### src/rtl/assert_macros.svh
// Assertion macros shared by the texel coordinate RTL.
`ifndef ASSERT_MACROS_SVH
`define ASSERT_MACROS_SVH

// Check that a property holds on every rising clock edge outside reset.
`define RCCOL_ASSERT(lbl, prop, msg) \
  lbl: assert property (@(posedge clk_i) disable iff (!rst_ni) (prop)) else $error(msg);

// Check that an antecedent implies a consequent in the next cycle.
`define RCCOL_ASSERT_NEXT(lbl, ante, cons, msg) \
  lbl: assert property (@(posedge clk_i) disable iff (!rst_ni) (ante) |=> (cons)) \
    else $error(msg);

`endif

### src/rtl/rccol_div_cell.sv
// One restoring divide step with its pipeline register.
module rccol_div_cell #(
  parameter int unsigned NW = 26,
  parameter int unsigned DW = 10,
  parameter int unsigned PW = 1
) (
  input  logic          clk_i,
  input  logic          rst_ni,
  input  logic          en_i,
  input  logic          valid_i,
  input  logic [DW-1:0] rem_i,
  input  logic [NW-1:0] nq_i,
  input  logic [DW-1:0] div_i,
  input  logic [PW-1:0] pay_i,
  output logic          valid_o,
  output logic [DW-1:0] rem_o,
  output logic [NW-1:0] nq_o,
  output logic [DW-1:0] div_o,
  output logic [PW-1:0] pay_o
);

  logic          valid_q;
  logic [DW-1:0] rem_d, rem_q;
  logic [NW-1:0] nq_d, nq_q;
  logic [DW-1:0] div_q;
  logic [PW-1:0] pay_q;
  logic [DW:0]   trial;
  logic [DW:0]   diff;
  logic          ge;

  always_comb begin
    trial = {rem_i, nq_i[NW-1]};
    diff  = trial - {1'b0, div_i};
    ge    = trial >= {1'b0, div_i};
    rem_d = ge ? diff[DW-1:0] : trial[DW-1:0];
    nq_d  = {nq_i[NW-2:0], ge};
  end

  always_ff @(posedge clk_i or negedge rst_ni) begin
    if (!rst_ni) begin
      valid_q <= 1'b0;
    end else if (en_i) begin
      valid_q <= valid_i;
    end
  end

  always_ff @(posedge clk_i) begin
    if (en_i) begin
      rem_q <= rem_d;
      nq_q  <= nq_d;
      div_q <= div_i;
      pay_q <= pay_i;
    end
  end

  assign valid_o = valid_q;
  assign rem_o   = rem_q;
  assign nq_o    = nq_q;
  assign div_o   = div_q;
  assign pay_o   = pay_q;

endmodule

### src/rtl/rccol_div_chain.sv
// Row of divide cells: one quotient bit per cell, payload rides alongside.
module rccol_div_chain #(
  parameter int unsigned NW = 26,
  parameter int unsigned DW = 10,
  parameter int unsigned PW = 1
) (
  input  logic          clk_i,
  input  logic          rst_ni,
  input  logic          en_i,
  input  logic          valid_i,
  input  logic [NW-1:0] num_i,
  input  logic [DW-1:0] div_i,
  input  logic [PW-1:0] pay_i,
  output logic          valid_o,
  output logic [NW-1:0] quo_o,
  output logic [PW-1:0] pay_o
);

  logic          vld [NW+1];
  logic [DW-1:0] rem [NW+1];
  logic [NW-1:0] nq  [NW+1];
  logic [DW-1:0] dv  [NW+1];
  logic [PW-1:0] pay [NW+1];

  assign vld[0] = valid_i;
  assign rem[0] = '0;
  assign nq[0]  = num_i;
  assign dv[0]  = div_i;
  assign pay[0] = pay_i;

  for (genvar i = 0; i < NW; i++) begin : g_cell
    rccol_div_cell #(.NW(NW), .DW(DW), .PW(PW)) u_cell (
      .clk_i   (clk_i),
      .rst_ni  (rst_ni),
      .en_i    (en_i),
      .valid_i (vld[i]),
      .rem_i   (rem[i]),
      .nq_i    (nq[i]),
      .div_i   (dv[i]),
      .pay_i   (pay[i]),
      .valid_o (vld[i+1]),
      .rem_o   (rem[i+1]),
      .nq_o    (nq[i+1]),
      .div_o   (dv[i+1]),
      .pay_o   (pay[i+1])
    );
  end

  assign valid_o = vld[NW];
  assign quo_o   = nq[NW];
  assign pay_o   = pay[NW];

endmodule

### config.mk
export PLATFORM = sky130hd
export DESIGN_NAME = rccol_div_chain
export DESIGN_NICKNAME = d
export VERILOG_FILES = /design/src/rtl/assert_macros.svh /design/src/rtl/rccol_div_cell.sv /design/src/rtl/rccol_div_chain.sv
export SDC_FILE = /design/constraint.sdc
export NUM_CORES = 1
export LEC_CHECK = 0
export CAP_MARGIN = 25
export CORE_ASPECT_RATIO = 1.5
export CORE_MARGIN = 2
export CORE_UTILIZATION = 50
export CTS_BUF_LIST = sky130_fd_sc_hd__clkbuf_8
export CTS_CLUSTER_DIAMETER = 200
export DETAILED_ROUTE_END_ITERATION = 10
export DONT_BUFFER_PORTS = 1
export PLACE_DENSITY_LB_ADDON = 0.3
export REMOVE_ABC_BUFFERS = 1
export SETUP_SLACK_MARGIN = 0.1
export SLEW_MARGIN = 40
export SYNTH_ARGS = -nofsm -noshare
export SYNTH_HDL_FRONTEND = slang
export SYNTH_SLANG_ARGS = --single-unit
### constraint.sdc
create_clock -name clk_i -period 2.5 [get_ports clk_i]
set_clock_uncertainty 0.2 [all_clocks]
set_input_delay 0.125 -clock clk_i [delete_from_list [all_inputs] [get_ports clk_i]]
set_output_delay 0.125 -clock clk_i [all_outputs]
set_load 0.01 [all_outputs]
Word-level counts from Yosys, hierarchy flattened
Cells that the tools add are included.
- register bits after elaboration: 1228
- input bits: 41
- word-level logic and storage cells: 205
- muxes and demuxes: 25
- magnitude comparators: 26
- add/sub/neg operators: 25
- operators with widths (operator ; count):
    $ge A11 B10 Y1 ; 25
    $mux W10 ; 24
    $sub A10 B10 Y10 ; 24
    $ge A1 B10 Y1 ; 1
    $sub A1 B10 Y10 ; 1
    $mux W1 ; 1

Logic depth before layout (Yosys ltp)
Gate-level depths: netlist of the first run.
- word-level depth: 2
- gate-level depth with buffers: 9
- depth with buffers taken out: 9

By module
A second synthesis of the first run with hierarchy kept.
- cells, all modules: 3226
- area, all modules: 53839.1 um2
- modules (own cells, without submodules) (module ; area each (um2) ; cells an instance ; times used):
    rccol_div_cell (g_cell[0].u_cell ...) ; 2070.7 ; 124 ; 25
    rccol_div_cell (g_cell[22].u_cell) ; 2067.0 ; 125 ; 1
    rccol_div_chain ; 3.8 ; 1 ; 1

Worst setup path before layout of the first run
Ideal clock, no wire load.
- kind: flip-flop to flip-flop
- from: register g_cell[0].u_cell.nq_q[25]
- to: register g_cell[1].u_cell.rem_q[8] (data pin)
- data required time: 2040 ps
- setup slack: 54 ps
- stages on the path, launching flop included: 10
- arrival time: 1986 ps
- library setup time: 260 ps
- path buffers: 0
- path through: edfxtp_1 > inv_1 > ha_1 > inv_1 > fa_1 > a211oi_1 > o21bai_1 > a221oi_1 > xnor2_1 > mux2_4
- word-level cells in the longest chain between the ends: 2
- elaborated cells between the ends (all ways): 3
- ends and longest elaborated chain (element ; RTL line ; source):
    start: declaration ; rccol_div_cell.sv:24 ; logic [NW-1:0] nq_d, nq_q;
    start signal: assignment ; rccol_div_cell.sv:50 ; nq_q <= nq_d;
    $sub A10 B10 Y10 or $ge A11 B10 Y1 (tied branches) ; rccol_div_cell.sv:33, rccol_div_cell.sv:34 ;
    $mux W10 (*) ; rccol_div_cell.sv:35 ; rem_d = ge ? diff[DW-1:0] : trial[DW-1:0];
    via g_cell[1].u_cell.rem_d[8] ; rccol_div_cell.sv:23 ; logic [DW-1:0] rem_d, rem_q;
    end signal: assignment ; rccol_div_cell.sv:49 ; rem_q <= rem_d;
    end: declaration ; rccol_div_cell.sv:23 ;
Mark *: on every way through the listed nets, which the timed path passes. The rest lies on a longest branch.
A chain may end at the register's enable or synchronous reset.

Worst setup path in the final report of the first run
- from: register g_cell[10].u_cell.nq_q[25]
- to: register g_cell[11].u_cell.rem_q[6] (data pin)
- word-level cells in the longest chain between the ends: 2
- elaborated cells between the ends (all ways): 3
- ends and longest elaborated chain (element ; RTL line):
    start: declaration ; rccol_div_cell.sv:24
    start signal: assignment ; rccol_div_cell.sv:50
    $sub A10 B10 Y10 or $ge A11 B10 Y1 (tied branches) ; rccol_div_cell.sv:33, rccol_div_cell.sv:34
    $mux W10 (*) ; rccol_div_cell.sv:35
    via g_cell[11].u_cell.rem_d[6] ; rccol_div_cell.sv:23
    end signal: assignment ; rccol_div_cell.sv:49
    end: declaration ; rccol_div_cell.sv:23
Marked as above.

==> results.yml, run 1 <==
worst_setup_path:
  cp-start-kind: "register"
  r2r_start: "g_cell[10].u_cell.nq_o[25]"
  path_buf_inv: 3
  r2r_slack_ps: -40
  worstPathRequired_ps: 2900
  cp-end-kind: "register"
  cp_max_fo: 2
  crit_arrival_ps: 2940
  critical_path_class: "reg2reg"
  critical_path.max_stage_delay_ps: 400
  r2r-end: "g_cell[11].u_cell.rem_o[6]"
  path_cells: "inv_2, ha_4, inv_2, fa_2, a211oi_4, o21bai_2, buf_4, a21oi_2, xnor2_1, mux2_4"
  cp_slowest_cell: "edfxtp_1"
  crit_path_frequent_cell: "inv_2"
  reg2regPathDepth: 10
  cpLargestDelayFamily: "adder cells"
floorplan:
  dieHeight_microns: 399
  start_util_pct: 50.2
  boundaryPins: 69
  core_sq_um: 104000
  num_rows: 145
  die_w_microns: 268
  fp.dieArea_sq_um: 107000
final_layout:
  nets: 4392
  multiInputGateArea_sq_um: 18900
  final_layout_size_suffix_gt1_share_pct: 46.4
  finalNonFillerCells: 5620
  layout_commonest_cell: "edfxtp_1"
  post-route-util_pct: 66.3
  layout_common_cells: "1202 x edfxtp_1, 645 x buf_4, 183 x clkbuf_8, 182 x inv_1, 182 x ha_4"
  fillCellCount: 6872
  syn_to_final_growth_pct: 32.0
  fin_area_sq_um: 68800
  register_area_sq_um: 36700
synthesis:
  yosysSeqAreaShare_pct: 70.5
  synth_top_area_cell: "edfxtp_1"
  yosysWarnings: 0
  syn_area_sq_um: 52100
  synth.distinct_cells: 44
  synthCells: 3114
  syn-mean-instance-area_sq_um: 16.7
  synth_area_leaders: "edfxtp_1 69%, ha_1 6.1%, mux2_4 4.8%"
  synth_seq_cells: 1228
  yosysTopAreaCellShare_pct: 69.3
sta:
  fin_crit_sh_pct: 102
  slew_viol_final: 0
  fmax_mhz: 393
  hold_ws_ps: -801
  fin_crit_ps: 2540
  tightest_slew_ps: 659
  tns_ps: -185
  fin_ws_ps: -43.8
  maxSlewHeadroom_pct: 56.0
  hold_viol: 331
  setup_viol: 7
  rsz0062_at_grt: "true"
cts:
  path_clk_slew_ps: 70
  cts_max_level: 4
  cts_tree: "done"
  clock_latency_ps: 860
  cts_root_buffer: "clkbuf_8"
  clockBufferDepth: 3
  clock-sinks: 1228
  cts_made_buffers: 183
min_path:
  hold_class: "in2reg"
  whs_path_depth: 0
  hold_start: "en_i"
  worstHoldEndpoint: "g_cell[0].u_cell.nq_o[23]"
global_route:
  grt_pass1_vias: 31500
  grt_max_degree: 119
  track_usage_pct: 18.6
  grt_pass1_wl_microns: 156000
  antenna_found_initial: 1
  grt_overflow: 0
route:
  drc: 0
  dr.pass1.iters: 5
  via_per_inst: 5.23
  vias: 29400
  routedWlPerCell_microns: 18.4
  initialDrtViolationCount: 1495
  wl_microns: 104000
  drtAntennaViolNets: 0
place:
  post_dp_cell_area_sq_um: 56600
  post-place-ws_ps: -1230
  place_congestion: 0.939
  io_buffer_count: 0
  hpwl_microns: 61000
  dp.cells: 4847
power_and_ir_drop:
  total_power_mw: 77.8
  powerDensity_nw_per_um2: 1130
  p_leak_nw: 26.4
  vdd_drop_max_uv: 771
outcome:
  status: "finished with violations"
  failed_checks: "hold timing, setup timing"
job:
  maxCapViolations: 0
registers in the layout, summed over array words and instances (netlist names):
register               count
g_cell.u_cell.pay_o       26
g_cell.u_cell.div_o      250
g_cell.u_cell.nq_o       676
g_cell.u_cell.rem_o      250
g_cell.u_cell.valid_o     26
layout make-up:
cell class                      count  area share, %
Clock buffer                      183           3.66
Timing Repair Buffer              773           9.36
Tap cell                         1396           2.54
Multi-Input combinational cell   1556           27.5
Inverter                          326           2.05
Clock inverter                    149           1.38
Timing Repair inverter              7         0.0746
Antenna cell                        2        0.00728
Sequential cell                  1228           53.4
metal layers:
metal / global-route usage (%) / up-vias / share of wire [%]
met4: 11.0 / 0 / 5.1
met1: 18.4 / 14600 / 35
met2: 35.6 / 761 / 56
met5: 0 / - / 0
li1: - / 13800 / -
met3: 3.64 / 334 / 3.8
cell usage after synthesis (all sizes together):
master / n
buf: 2
o21ai: 49
xnor2: 120
nand3b: 24
nor2b: 26
edfxtp: 1202
clkbuf: 2
o31a: 24
o21a: 48
and2: 1
ha: 252
a221oi: 24
nand3: 49
o211ai: 25
nand2: 122
nor2: 78
nand2b: 23
mux2: 218
nor4: 51
or4: 1
fa: 24
a21o: 51
xor2: 48
a211oi: 49
mux2i: 24
nor3: 1
a2111oi: 23
o21bai: 24
and3: 24
a21oi: 128
o31ai: 25
inv: 326
dfrtp: 26
what timing repair did:
item                                    CTS  global route
resized for setup                       654           339
endpoints found under the setup margin  342           337
gates cloned                              9             1
pin swaps                               207           200
hold endpoints to repair                597           386
buffers inserted                        166           179
hold buffers                             85             1
worst max path at each step:
stage | start | to | cells after the start | slack, ps
2_1_floorplan | g_cell[0].u_cell.nq_o[25] | g_cell[1].u_cell.rem_o[8] | 9 | 50
3_3_place_gp | en_i | g_cell[16].u_cell.div_o[9] | 3 | -1070
3_5_place_dp | en_i | g_cell[16].u_cell.div_o[5] | 6 | -1230
4_1_cts | g_cell[7].u_cell.nq_o[25] | g_cell[8].u_cell.rem_o[8] | 9 | -10
5_1_grt | g_cell[10].u_cell.nq_o[25] | g_cell[11].u_cell.rem_o[8] | 9 | -150
6_report | g_cell[10].u_cell.nq_o[25] | g_cell[11].u_cell.rem_o[6] | 10 | -40
cell families after synthesis:
family | Yosys count | share of synthesized area, %
xor+xnor | 168 | 2.82
compound gates | 470 | 6.84
simple gates | 400 | 3.96
buf+inv | 330 | 2.50
mux | 242 | 6.38
fa+ha+maj | 276 | 6.97
flops | 1228 | 70.5
power by group:
group | total, mW | switching [mW] | internal (mW)
registers | 29.5 | 2.25 | 27.3
logic | 32.8 | 14.3 | 18.5
clock network | 15.4 | 7.80 | 7.64
Note: power is estimated with default switching activity, not from simulation.
==> run 2, diff against run 1 <==
- ABC_AREA: not set -> 1
==> run 2 against run 1 <==
Against the previous run: synthesized cell count grew 51%; sequential cell count is the same; the run ends with hold timing left; sequential power shrank 2%; fmax grew 9.6%; utilization shrank 9.1 points; final cell count grew 17%; total power shrank 16%; via count grew 10%; die area grew 4.0%; critical path depth is the same; largest power group is now registers; wire length shrank 3.1%; first-iteration DRC count grew 18%.
==> results.yml, run 2 <==
floorplan:
  start_util_pct: 50.5
  dieHeight_microns: 407
  die_w_microns: 273
  num_rows: 147
  core_sq_um: 107000
  fp.dieArea_sq_um: 111000
  boundaryPins: 69
final_layout:
  layout_commonest_cell: "nand2_1"
  fin_area_sq_um: 61300
  syn_to_final_growth_pct: 13.1
  register_area_sq_um: 36700
  multiInputGateArea_sq_um: 14700
  nets: 5321
  fillCellCount: 8914
  final_layout_size_suffix_gt1_share_pct: 9.07
  largest_reg_flops: 676
  layout_common_cells: "1418 x nand2_1, 1202 x edfxtp_1, 742 x inv_1, 354 x nand3_1, 226 x nor2_1"
sta:
  rsz0062_at_grt: "false"
  maxSlewHeadroom_pct: 58.4
  hold_ws_ps: -807
  slew_viol_final: 0
  setup_viol: 0
  tns_ps: 0
  fin_crit_sh_pct: 92.8
  fin_ws_ps: 179
  fin_crit_ps: 2320
  hold_viol: 192
  tightest_slew_ps: 624
  fmax_mhz: 431
synthesis:
  synth.most_common_cell: "nand2_1"
  synth.distinct_cells: 35
  synth_flop_cell: "edfxtp_1"
  synth_edf_count: 1202
  synth_seq_cells: 1228
  synthTopCellsByCount: "1423 x nand2_1, 1202 x edfxtp_1, 697 x inv_1"
  synth-async-reset-ratio_pct: 2.12
  yosysSeqAreaShare_pct: 67.8
  syn-mean-instance-area_sq_um: 11.5
  syn_area_sq_um: 54200
  synthCells: 4695
  yosysTopAreaCellShare_pct: 66.6
  synth_top_area_cell: "edfxtp_1"
  synth_area_leaders: "edfxtp_1 67%, nand2_1 9.9%, ha_1 5.8%"
  yosysWarnings: 0
cts:
  cts_root_buffer: "clkbuf_8"
  clock-sinks: 1228
  clockBufferDepth: 3
  clock_latency_ps: 870
  cts_made_buffers: 183
  cts_max_level: 4
  path_clk_slew_ps: 60
  cts_tree: "done"
power_and_ir_drop:
  total_power_mw: 65.4
  powerDensity_nw_per_um2: 1070
  p_leak_nw: 26.7
  vdd_drop_max_uv: 702
global_route:
  grt_overflow: 0
  grt_max_degree: 164
  grt_pass1_vias: 32500
  grt_pass1_wl_microns: 160000
  antenna_found_initial: 1
  track_usage_pct: 18.2
route:
  vias: 32400
  initialDrtViolationCount: 1765
  dr.pass1.iters: 8
  drc: 0
  drtAntennaViolNets: 0
  via_per_inst: 4.93
  routedWlPerCell_microns: 15.3
  wl_microns: 101000
worst_setup_path:
  cp-start-kind: "register"
  crit_arrival_ps: 2720
  path_cells: "inv_1, ha_1, or2_1, nand3_1, nand2_1, nand2_2, nand2_4, buf_4, nand3_1, nand2_1"
  cp_slowest_cell: "edfxtp_1"
  cp_max_fo: 5
  critical_path_class: "reg2reg"
  critical_path.max_stage_delay_ps: 410
  cp-end-kind: "register"
  worstPathRequired_ps: 2900
place:
  post_dp_cell_area_sq_um: 56200
  io_buffer_count: 0
  place_congestion: 0.862
  hpwl_microns: 69500
  post-place-ws_ps: -1170
job:
  maxCapViolations: 0
outcome:
  failed_checks: "hold timing"
  status: "finished with violations"
min_path:
  hold_class: "in2reg"
[run 2: what timing repair did]
action	CTS	global route
setup buffers	0	25
hold endpoints to repair	474	331
cloned	2	4
hold buffers	85	1
setup endpoints to repair	122	282
gates resized for setup	5	63
pin swaps	0	9
[run 2: report_power, final]
part           switching (mW)  internal (mW)
logic                    13.1           7.67
clock network            7.67           8.10
registers                1.73           27.1
total                    22.5           42.8
[run 2: cells by family (layout without fill, tap and decap cells)]
| group | count (synthesis) | after routing | share of synthesized area [%] |
|---|---|---|---|
| buf+inv | 757 | 1210 | 5.61 |
| fa+ha+maj | 276 | 276 | 6.71 |
| simple gates | 2156 | 2158 | 16.7 |
| other cells | 0 | 2 | 0 |
| flops | 1228 | 1228 | 67.8 |
| compound gates | 206 | 206 | 2.02 |
| xor+xnor | 72 | 72 | 1.16 |
[run 2: layout make-up]
cell class,count,area share (%)
clock inverter,144,1.58
clock buffer,187,4.20
antenna,2,0.00817
timing repair buffer,161,2.96
sequential,1228,60.0
multi-input combinational,2712,24.0
inverter,718,4.41
tap,1415,2.89
[run 2: routing by layer]
layer	global-route usage, %	vias to the layer above	share of wire, %
li1	-	16300	-
met1	17.7	15200	35
met2	35.4	591	56
met3	3.60	281	3.2
met4	9.84	0	5.1
met5	0	-	0
[run 2: through the flow]
stage,utilization (%),instances
floorplan,-,4656
global placement,52.3,6111
detailed placement,52.4,6116
CTS,56.6,6534
global route,57.1,6567
finish,57.1,6567
[run 2: worst paths after layout]
check	from	slack [ps]	to	depth (start not counted)
max	g_cell[10].u_cell.div_o[2]	180	g_cell[11].u_cell.rem_o[9]	10
min in group asynchronous	rst_ni	640	g_cell[6].u_cell.valid_o	5
min	en_i	-810	g_cell[0].u_cell.nq_o[5]	0
max reg2reg	g_cell[10].u_cell.div_o[2]	180	g_cell[11].u_cell.rem_o[9]	10
max in group asynchronous	rst_ni	1290	g_cell[14].u_cell.valid_o	5
min reg2reg	g_cell[7].u_cell.nq_o[9]	200	g_cell[8].u_cell.nq_o[10]	0
[run 2: critical path, delay by kind of cell (launching register included)]
kind	cells	cell delay, ps
flip-flops	1	410
buffers and inverters	2	220
adder cells (fa/ha/maj)	1	350
AND/OR/NAND/NOR	7	870
